File: config.mk
export PLATFORM = sky130hd
export DESIGN_NAME = mux_sensor_scan_smoother_flat
export DESIGN_NICKNAME = d
export VERILOG_FILES = /design/src/hdl/mss_pkg.sv /design/src/hdl/mss_in_if.sv /design/src/hdl/mss_out_if.sv /design/src/hdl/mux_sensor_scan_smoother.sv /design/src/flat_wrapper.sv
export SDC_FILE = /design/constraint.sdc
export NUM_CORES = 1
export LEC_CHECK = 0
export ABC_AREA = 1
export BUFFER_PORTS_ARGS = -buffer_cell sky130_fd_sc_hd__buf_2
export CORE_MARGIN = 4
export CORE_UTILIZATION = 50
export DETAILED_ROUTE_END_ITERATION = 7
export HOLD_SLACK_MARGIN = 0.1
export PLACE_DENSITY_LB_ADDON = 0.2
export SETUP_SLACK_MARGIN = 0.4
export SYNTH_ARGS = -nofsm -noshare
export SYNTH_HDL_FRONTEND = slang
export SYNTH_SLANG_ARGS = --single-unit
File: constraint.sdc
create_clock -name clk -period 7.1 [get_ports clk]
set_clock_uncertainty 0.2 [all_clocks]
set_input_delay 2.13 -clock clk [delete_from_list [all_inputs] [get_ports clk]]
set_output_delay 2.13 -clock clk [all_outputs]
set_load 0.005 [all_outputs]
File: src/hdl/mss_pkg.sv
// ----------------------------------------------------------------------------
// mss_pkg
// Shared widths, codes and types for the mux sensor scan smoother.
// ----------------------------------------------------------------------------
`default_nettype none

package mss_pkg;

  localparam int CHANNELS_DEF = 8;

  localparam int FUNC_W   = 2;
  localparam int SAMPLE_W = 12;
  localparam int RSLOT_W  = 4;
  localparam int SEL_W    = 3;
  localparam int SHIFT_W  = 4;
  localparam int SETTLE_W = 8;

  localparam int CFG_ADDR_W = 2;
  localparam int CFG_DATA_W = 8;

  localparam logic [FUNC_W-1:0] FUNC_TICK = 2'd0;
  localparam logic [FUNC_W-1:0] FUNC_POLL = 2'd1;
  localparam logic [FUNC_W-1:0] FUNC_READ = 2'd2;

  localparam logic [CFG_ADDR_W-1:0] CFG_FILTER_SHIFT  = 2'd0;
  localparam logic [CFG_ADDR_W-1:0] CFG_SETTLE_TICKS  = 2'd1;
  localparam logic [CFG_ADDR_W-1:0] CFG_REVERSE_ORDER = 2'd2;

  localparam logic [SHIFT_W-1:0]  FILTER_SHIFT_RST = 4'd2;
  localparam logic [SETTLE_W-1:0] SETTLE_TICKS_RST = 8'd2;
  localparam logic [SETTLE_W-1:0] SETTLE_MAX       = 8'hFF;

  typedef struct packed {
    logic [SEL_W-1:0]    mux_select;
    logic                sample_stored;
    logic [SEL_W-1:0]    slot_written;
    logic [SAMPLE_W-1:0] raw_value;
    logic [SAMPLE_W-1:0] smooth_value;
    logic                scan_valid;
  } result_t;

endpackage

`default_nettype wire

File: src/hdl/mss_in_if.sv
// ----------------------------------------------------------------------------
// mss_in_if
// Input channel: valid/ready handshake with command, sample and read slot.
// ----------------------------------------------------------------------------
`default_nettype none

interface mss_in_if;
  logic                          valid;
  logic                          ready;
  logic [mss_pkg::FUNC_W-1:0]    func;
  logic [mss_pkg::SAMPLE_W-1:0]  adc_sample;
  logic [mss_pkg::RSLOT_W-1:0]   read_slot;

  modport source (output valid, output func, output adc_sample, output read_slot,
                  input ready);
  modport sink   (input valid, input func, input adc_sample, input read_slot,
                  output ready);
endinterface

`default_nettype wire

File: src/hdl/mss_out_if.sv
// ----------------------------------------------------------------------------
// mss_out_if
// Result channel: valid/ready handshake with one result per transaction.
// ----------------------------------------------------------------------------
`default_nettype none

interface mss_out_if;
  logic                          valid;
  logic                          ready;
  logic [mss_pkg::SEL_W-1:0]     mux_select;
  logic                          sample_stored;
  logic [mss_pkg::SEL_W-1:0]     slot_written;
  logic [mss_pkg::SAMPLE_W-1:0]  raw_value;
  logic [mss_pkg::SAMPLE_W-1:0]  smooth_value;
  logic                          scan_valid;

  modport source (output valid, output mux_select, output sample_stored,
                  output slot_written, output raw_value, output smooth_value,
                  output scan_valid, input ready);
  modport sink   (input valid, input mux_select, input sample_stored,
                  input slot_written, input raw_value, input smooth_value,
                  input scan_valid, output ready);
endinterface

`default_nettype wire

File: src/hdl/mux_sensor_scan_smoother.sv
// ----------------------------------------------------------------------------
// mux_sensor_scan_smoother
// Analog mux scanner with per-channel raw store and exponential smoothing.
// ----------------------------------------------------------------------------
// Each result is registered in the output register, or in the skid entry when
// out is stalled. One transaction per cycle while the skid is empty; at most
// one slot update per transaction. A two-entry output buffer (result register
// plus skid) keeps in ready independent of out ready.
// Reset (rst_n low, synchronous): stores, scan state and registers return to
// their defaults; no result is pending.
// ----------------------------------------------------------------------------
`default_nettype none

module mux_sensor_scan_smoother #(
  parameter int CHANNELS = mss_pkg::CHANNELS_DEF
) (
  input  wire logic                            clk,
  input  wire logic                            rst_n,
  input  wire logic                            cfg_we,
  input  wire logic [mss_pkg::CFG_ADDR_W-1:0]  cfg_addr,
  input  wire logic [mss_pkg::CFG_DATA_W-1:0]  cfg_data,
  mss_in_if.sink                               in_ch,
  mss_out_if.source                            out_ch
);

  localparam int IDX_W = (CHANNELS > 1) ? $clog2(CHANNELS) : 1;
  localparam logic [IDX_W-1:0] LAST_IDX = IDX_W'(CHANNELS - 1);

  // configuration
  logic [mss_pkg::SHIFT_W-1:0]  filter_shift_r;
  logic [mss_pkg::SETTLE_W-1:0] settle_ticks_r;
  logic                         reverse_order_r;

  // scan state
  logic [mss_pkg::SAMPLE_W-1:0] raw_r    [CHANNELS];
  logic [mss_pkg::SAMPLE_W-1:0] smooth_r [CHANNELS];
  logic [IDX_W-1:0]             pos_r;
  logic                         waiting_r;
  logic [mss_pkg::SETTLE_W-1:0] settle_r;
  logic                         pass_done_r;
  logic [mss_pkg::SEL_W-1:0]    sel_r;

  // output buffer
  logic                         out_v_r;
  logic                         skid_v_r;
  mss_pkg::result_t             out_r;
  mss_pkg::result_t             skid_r;

  logic                         in_ready;
  logic                         acc;
  logic                         is_tick;
  logic                         is_poll;
  logic                         is_read;
  logic                         poll_sel;
  logic                         poll_store;
  logic                         rd_ok;
  logic [IDX_W-1:0]             slot;
  logic [IDX_W-1:0]             rd_addr;
  logic [mss_pkg::SAMPLE_W-1:0] old_raw;
  logic [mss_pkg::SAMPLE_W-1:0] old_smooth;
  logic signed [mss_pkg::SAMPLE_W:0] diff;
  logic signed [mss_pkg::SAMPLE_W:0] step;
  logic [mss_pkg::SAMPLE_W:0]   filt_sum;
  logic [mss_pkg::SAMPLE_W-1:0] smooth_new;
  logic                         pos_last;
  mss_pkg::result_t             res;

  assign in_ready    = rst_n && !skid_v_r;
  assign in_ch.ready = in_ready;
  assign acc         = in_ch.valid && in_ready;

  assign is_tick = (in_ch.func == mss_pkg::FUNC_TICK);
  assign is_poll = (in_ch.func == mss_pkg::FUNC_POLL);
  assign is_read = (in_ch.func == mss_pkg::FUNC_READ);

  assign poll_sel   = is_poll && !waiting_r;
  assign poll_store = is_poll && waiting_r && (settle_r >= settle_ticks_r);
  assign rd_ok      = in_ch.read_slot < mss_pkg::RSLOT_W'(CHANNELS);
  assign pos_last   = (pos_r == LAST_IDX);

  assign slot    = reverse_order_r ? (LAST_IDX - pos_r) : pos_r;
  assign rd_addr = is_read ? in_ch.read_slot[IDX_W-1:0] : slot;

  assign old_raw    = raw_r[rd_addr];
  assign old_smooth = smooth_r[rd_addr];

  // old + ((new - old) >>> shift), floor semantics
  assign diff       = $signed({1'b0, in_ch.adc_sample}) - $signed({1'b0, old_smooth});
  assign step       = diff >>> filter_shift_r;
  assign filt_sum   = {1'b0, old_smooth} + step;
  assign smooth_new = pass_done_r ? filt_sum[mss_pkg::SAMPLE_W-1:0] : in_ch.adc_sample;

  always_comb begin
    res               = '0;
    res.mux_select    = poll_sel ? mss_pkg::SEL_W'(pos_r) : sel_r;
    res.sample_stored = poll_store;
    res.scan_valid    = pass_done_r || (poll_store && pos_last);
    if (poll_store) begin
      res.slot_written = mss_pkg::SEL_W'(slot);
      res.raw_value    = in_ch.adc_sample;
      res.smooth_value = smooth_new;
    end else if (is_read && rd_ok) begin
      res.raw_value    = old_raw;
      res.smooth_value = old_smooth;
    end
  end

  always_ff @(posedge clk) begin
    if (!rst_n) begin
      filter_shift_r  <= mss_pkg::FILTER_SHIFT_RST;
      settle_ticks_r  <= mss_pkg::SETTLE_TICKS_RST;
      reverse_order_r <= 1'b0;
    end else if (cfg_we) begin
      unique case (cfg_addr)
        mss_pkg::CFG_FILTER_SHIFT:  filter_shift_r  <= cfg_data[mss_pkg::SHIFT_W-1:0];
        mss_pkg::CFG_SETTLE_TICKS:  settle_ticks_r  <= cfg_data[mss_pkg::SETTLE_W-1:0];
        mss_pkg::CFG_REVERSE_ORDER: reverse_order_r <= cfg_data[0];
        default: ;
      endcase
    end
  end

  always_ff @(posedge clk) begin
    if (!rst_n) begin
      for (int i = 0; i < CHANNELS; i++) begin
        raw_r[i]    <= '0;
        smooth_r[i] <= '0;
      end
      pos_r       <= '0;
      waiting_r   <= 1'b0;
      settle_r    <= '0;
      pass_done_r <= 1'b0;
      sel_r       <= '0;
    end else if (acc) begin
      if (is_tick) begin
        if (settle_r != mss_pkg::SETTLE_MAX) begin
          settle_r <= settle_r + 1'b1;
        end
      end else if (poll_sel) begin
        sel_r     <= mss_pkg::SEL_W'(pos_r);
        settle_r  <= '0;
        waiting_r <= 1'b1;
      end else if (poll_store) begin
        raw_r[slot]    <= in_ch.adc_sample;
        smooth_r[slot] <= smooth_new;
        waiting_r      <= 1'b0;
        if (pos_last) begin
          pos_r       <= '0;
          pass_done_r <= 1'b1;
        end else begin
          pos_r <= pos_r + 1'b1;
        end
      end
    end
  end

  always_ff @(posedge clk) begin
    if (!rst_n) begin
      out_v_r  <= 1'b0;
      skid_v_r <= 1'b0;
    end else begin
      if (skid_v_r) begin
        if (out_ch.ready) begin
          out_v_r  <= 1'b1;
          skid_v_r <= 1'b0;
        end
      end else if (acc) begin
        if (!out_v_r || out_ch.ready) begin
          out_v_r <= 1'b1;
        end else begin
          skid_v_r <= 1'b1;
        end
      end else if (out_ch.ready) begin
        out_v_r <= 1'b0;
      end
    end
  end

  always_ff @(posedge clk) begin
    if (skid_v_r) begin
      if (out_ch.ready) begin
        out_r <= skid_r;
      end
    end else if (acc) begin
      if (!out_v_r || out_ch.ready) begin
        out_r <= res;
      end else begin
        skid_r <= res;
      end
    end
  end

  assign out_ch.valid         = out_v_r;
  assign out_ch.mux_select    = out_r.mux_select;
  assign out_ch.sample_stored = out_r.sample_stored;
  assign out_ch.slot_written  = out_r.slot_written;
  assign out_ch.raw_value     = out_r.raw_value;
  assign out_ch.smooth_value  = out_r.smooth_value;
  assign out_ch.scan_valid    = out_r.scan_valid;

  a_skid_implies_out: assert property (@(posedge clk) disable iff (!rst_n)
    skid_v_r |-> out_v_r)
    else $error("skid entry held without a result in the output register");

  a_store_ends_wait: assert property (@(posedge clk) disable iff (!rst_n)
    (acc && poll_store) |=> !waiting_r)
    else $error("stored sample did not return scan to select phase");

  a_pass_done_sticky: assert property (@(posedge clk) disable iff (!rst_n)
    pass_done_r |=> pass_done_r)
    else $error("scan valid flag cleared outside reset");

  a_settle_saturates: assert property (@(posedge clk) disable iff (!rst_n)
    (acc && is_tick && (settle_r == mss_pkg::SETTLE_MAX)) |=>
      (settle_r == mss_pkg::SETTLE_MAX))
    else $error("settle counter wrapped");

endmodule

`default_nettype wire

File: src/flat_wrapper.sv
// flat-port wrapper written by rule: the top's interface ports become plain ports
module mux_sensor_scan_smoother_flat 
#(
  parameter int CHANNELS = mss_pkg::CHANNELS_DEF
)
  (clk, rst_n, cfg_we, cfg_addr, cfg_data, in_ch_valid, in_ch_func, in_ch_adc_sample, in_ch_read_slot, in_ch_ready, out_ch_valid, out_ch_mux_select, out_ch_sample_stored, out_ch_slot_written, out_ch_raw_value, out_ch_smooth_value, out_ch_scan_valid, out_ch_ready);
  mss_in_if in_ch_i ();
  mss_out_if out_ch_i ();
  input  wire logic clk;
  input  wire logic rst_n;
  input  wire logic cfg_we;
  input  wire logic [mss_pkg::CFG_ADDR_W-1:0] cfg_addr;
  input  wire logic [mss_pkg::CFG_DATA_W-1:0] cfg_data;
  input wire logic [$bits(in_ch_i.valid)-1:0] in_ch_valid;
  input wire logic [$bits(in_ch_i.func)-1:0] in_ch_func;
  input wire logic [$bits(in_ch_i.adc_sample)-1:0] in_ch_adc_sample;
  input wire logic [$bits(in_ch_i.read_slot)-1:0] in_ch_read_slot;
  output wire logic [$bits(in_ch_i.ready)-1:0] in_ch_ready;
  output wire logic [$bits(out_ch_i.valid)-1:0] out_ch_valid;
  output wire logic [$bits(out_ch_i.mux_select)-1:0] out_ch_mux_select;
  output wire logic [$bits(out_ch_i.sample_stored)-1:0] out_ch_sample_stored;
  output wire logic [$bits(out_ch_i.slot_written)-1:0] out_ch_slot_written;
  output wire logic [$bits(out_ch_i.raw_value)-1:0] out_ch_raw_value;
  output wire logic [$bits(out_ch_i.smooth_value)-1:0] out_ch_smooth_value;
  output wire logic [$bits(out_ch_i.scan_valid)-1:0] out_ch_scan_valid;
  input wire logic [$bits(out_ch_i.ready)-1:0] out_ch_ready;
  assign in_ch_i.valid = in_ch_valid;
  assign in_ch_i.func = in_ch_func;
  assign in_ch_i.adc_sample = in_ch_adc_sample;
  assign in_ch_i.read_slot = in_ch_read_slot;
  assign in_ch_ready = in_ch_i.ready;
  assign out_ch_valid = out_ch_i.valid;
  assign out_ch_mux_select = out_ch_i.mux_select;
  assign out_ch_sample_stored = out_ch_i.sample_stored;
  assign out_ch_slot_written = out_ch_i.slot_written;
  assign out_ch_raw_value = out_ch_i.raw_value;
  assign out_ch_smooth_value = out_ch_i.smooth_value;
  assign out_ch_scan_valid = out_ch_i.scan_valid;
  assign out_ch_i.ready = out_ch_ready;
  mux_sensor_scan_smoother #(.CHANNELS(CHANNELS)) u_core (.clk(clk), .rst_n(rst_n), .cfg_we(cfg_we), .cfg_addr(cfg_addr), .cfg_data(cfg_data), .in_ch(in_ch_i), .out_ch(out_ch_i));
endmodule
==> impl_results.md <==
- Die Height: approximately 180 µm
- Routed wl met2: roughly 20 mm
- Tmin final: roughly 6.5 ns
- Num ports: 67
- Layout area overhead: 22.4%
- CTS buffer count: 31
- First-iteration detailed-routing DRC count: 1431
- Largest net degree at the start of global routing: 39
- Worst setup margin: between 0.5 and 0.6 ns
- Fin. Hold Viols: 0
- Hold Slack: between 0.2 and 0.3 ns
- Die area: roughly 32000 µm²
- Cell area after layout: between 15000 and 20000 µm²
- CP bufs+invs: 8
- Drt drc: 0
- Synthesized area: roughly 15000 µm²
- Final wirelength: approximately 44 mm
- Crit Path Max Fanout: 6
- Period utilisation layout: between 90% and 100%
- Share of post-route cells with drive strength above 1: around a quarter
- VDD IR-drop max: between 0.2 and 0.25 mV
- HPWL after detailed placement: ~29 mm
- Synth cell types: 52
- Worst slew pin tran: around 0.99 ns
- Die Span X: 179 µm
- Via Count: about 12000
- Critical Path RT: 7.22 ns
- First-pass GRT wire length: roughly 66 mm
- Synthesized Nets: roughly 1600
- Dominant synthesized flop cell: edfxtp_1
- DR pass1 iterations: 5
- Cell mode on critical path: nand2_1
- Crit path largest cell delay: roughly 0.36 ns
- LEAKAGE: 7.40 nW
- I/O Buffers: 66
- Synthesized area per cell: 9.28 µm²
- Pwr/cell area: ~260 nW/µm²
- Htree depth: 1
- Total power: between 4 and 5 mW
- Worst-Skew Late Latency: between 0.5 and 0.6 ns
- N_diodes: 0
- WHS Path Cells: 2
- Setup TNS Final: 0 ns
- GPL Wtd Cong: between 0.9 and 1
- Worst path top cell family by delay: simple AND/OR/NAND/NOR gates
- Clock sinks: ~290
- Final Setup Violations: 0
- Fmax: 153 MHz
- Most common cell after layout, fill and taps aside: nor2_1
- Syn Inst Count: 1579
- MaxCap Viol Count: 0
- GRT overflow: 0
- Core Box Area: ~29000 µm²
- Warnings, synthesis: 0
- Initial Utilization: between 50% and 60%
- M1 wire length: 18.8 mm
- Wire per inst: 20.6 µm
- CTS root buffer: clkbuf_16
- WS Path Type: in2reg
- Initial antenna violation count: 0
- Avg Vias per Cell: 5.75
- Worst-path clk slew: ~0.06 ns
- Sequential share of the synthesized area: 56.7%
- Clock Tree Buf Depth: 3
- Most frequent cells in the layout: nor2_1 (301), edfxtp_1 (256), nand2_1 (253)
- Status: completed
- Number of global-route vias before repair: approximately 12000
- Met3 WL: ~4.1 mm
- Highest metal used: met4
- Max-slew violations: 0
- Arr. time, crit path: ~6.6 ns
- Reg2reg path depth: 34
- Final net count: 1810
- Clock tree from TritonCTS: done
- Post-synth ARST share: 0%
- Core Rows: 62
- Type of origin of the critical path: input pin
- Synthesis-stage register bit count: between 200 and 300
- CP Capture Type: register
- Gr usage total: a little over a quarter
- Slew headroom: 34.0%
- Worst path depth: 37
- Antenna viol nets, final: 0
- Unrepaired setup endpoints after global routing: yes
- Worst hold path type: reg2reg
- Place WS: -0.331 ns
- Area after DPL: between 15000 and 20000 µm²
- EDFF count, synth: approximately 260
- Post-CTS Hold Buffers: 0
- Slowest CP cell: fa_2
state kept, by name (all words and copies together), names as in the netlist:
register	cells
u_core.reverse_order_r	1
u_core.settle_r	8
u_core.out_ch.mux_select	3
u_core.raw_r	96
u_core.pass_done_r	1
u_core.out_ch.raw_value	12
u_core.out_ch.scan_valid	1
u_core.out_ch.smooth_value	12
u_core.smooth_r	96
u_core.pos_r	3
u_core.sel_r	3
u_core.out_ch.sample_stored	1
u_core.filter_shift_r	4
u_core.skid_v_r	1
u_core.waiting_r	1
u_core.out_ch.valid	1
u_core.settle_ticks_r	8
u_core.skid_r	32
u_core.out_ch.slot_written	3
what timing repair did:
item / in CTS / in global routing
buffers inserted: 0 / 19
pin swaps: 1 / 63
gates cloned: 1 / 1
gates resized for setup: 10 / 125
endpoints found under the setup margin: 51 / 110
layout make-up:
| cell class | instances | area (µm²) |
|---|---|---|
| fill | 2400 | 10900 |
| sequential | 287 | 8310 |
| multi-input combinational | 1082 | 6030 |
| timing repair buffer | 214 | 1620 |
| clock buffer | 45 | 876 |
| inverter | 128 | 500 |
| tap | 384 | 480 |
| clock inverter | 13 | 106 |
logic make-up after synthesis:
group	count (synthesis)	synth area share, %
and+or+nand+nor	754	22.1
DFF	287	56.7
AOI/OAI and AO/OA	282	11.7
buffers and inverters	211	5.76
adders and majority gates	33	2.92
xor gates and xnor gates	12	0.820
path summary, 6_finish.rpt:
check / start / to / slack [ns]
worst max-delay path: in_ch_func[0] / u_core.skid_r[9] / 0.57
worst min-delay path: u_core.settle_ticks_r[5] / u_core.settle_ticks_r[5] / 0.26
worst max register to register: u_core.reverse_order_r / u_core.skid_r[9] / 1.64
worst min register to register: u_core.settle_ticks_r[5] / u_core.settle_ticks_r[5] / 0.26
synth_stat cells (3+ instances only):
cell	number	area (µm²)
inv_2	6	22.5
o21ai_1	5	25.0
dfxtp_1	31	621
nand3_2	11	110
nor2_1	306	1150
o21a_1	4	30.0
o22ai_1	9	56.3
o21ai_4	3	48.8
nand4_1	7	43.8
o21ai_0	143	716
a21oi_1	51	255
edfxtp_1	256	7690
nand2_4	5	56.3
a31oi_1	5	31.3
nand2_2	19	119
o21bai_1	3	22.5
buf_6	4	45.0
a211oi_1	4	30.0
inv_1	111	417
or2_2	4	25.0
nand2_1	272	1020
o221ai_1	35	307
clkbuf_1	68	255
buf_4	3	22.5
xor2_1	8	70.1
nor3_1	6	30.0
ha_1	31	388
clkinv_1	10	37.5
buf_2	6	30.0
o21ai_2	7	61.3
nand3_1	98	490
nor2_2	17	106
o211ai_1	4	30.0
through the flow:
step | instances | utilization, %
floorplan | 1579 | -
global placement | 2074 | 56.2
detailed placement | 2074 | 56.2
CTS | 2133 | 59.8
global route | 2153 | 62.3
finish | 2153 | 62.3
metal layers:
layer / track usage, % / vias up
met3: 3.50 / 90
met4: 7.71 / 0
met1: 39.3 / 5949
li1: - / 5722
met5: 0 / -
met2: 42.5 / 609
worst register-to-register path, delay by kind of cell, from the launching register on:
kind | cells | cell delay (ns)
DFF | 1 | 0.41
buffers and inverters | 7 | 0.85
and+or+nand+nor | 15 | 1.82
adders and majority gates | 2 | 0.64
AOI/OAI and AO/OA | 10 | 1.26
where the power goes:
group / switching (mW) / internal [mW] / leakage [nW]
Combinational: 0.705 / 0.505 / 4.08
Sequential: 0.0200 / 1.89 / 2.83
Clock: 0.676 / 0.893 / 0.488
Note: power is estimated with default switching activity, not from simulation.
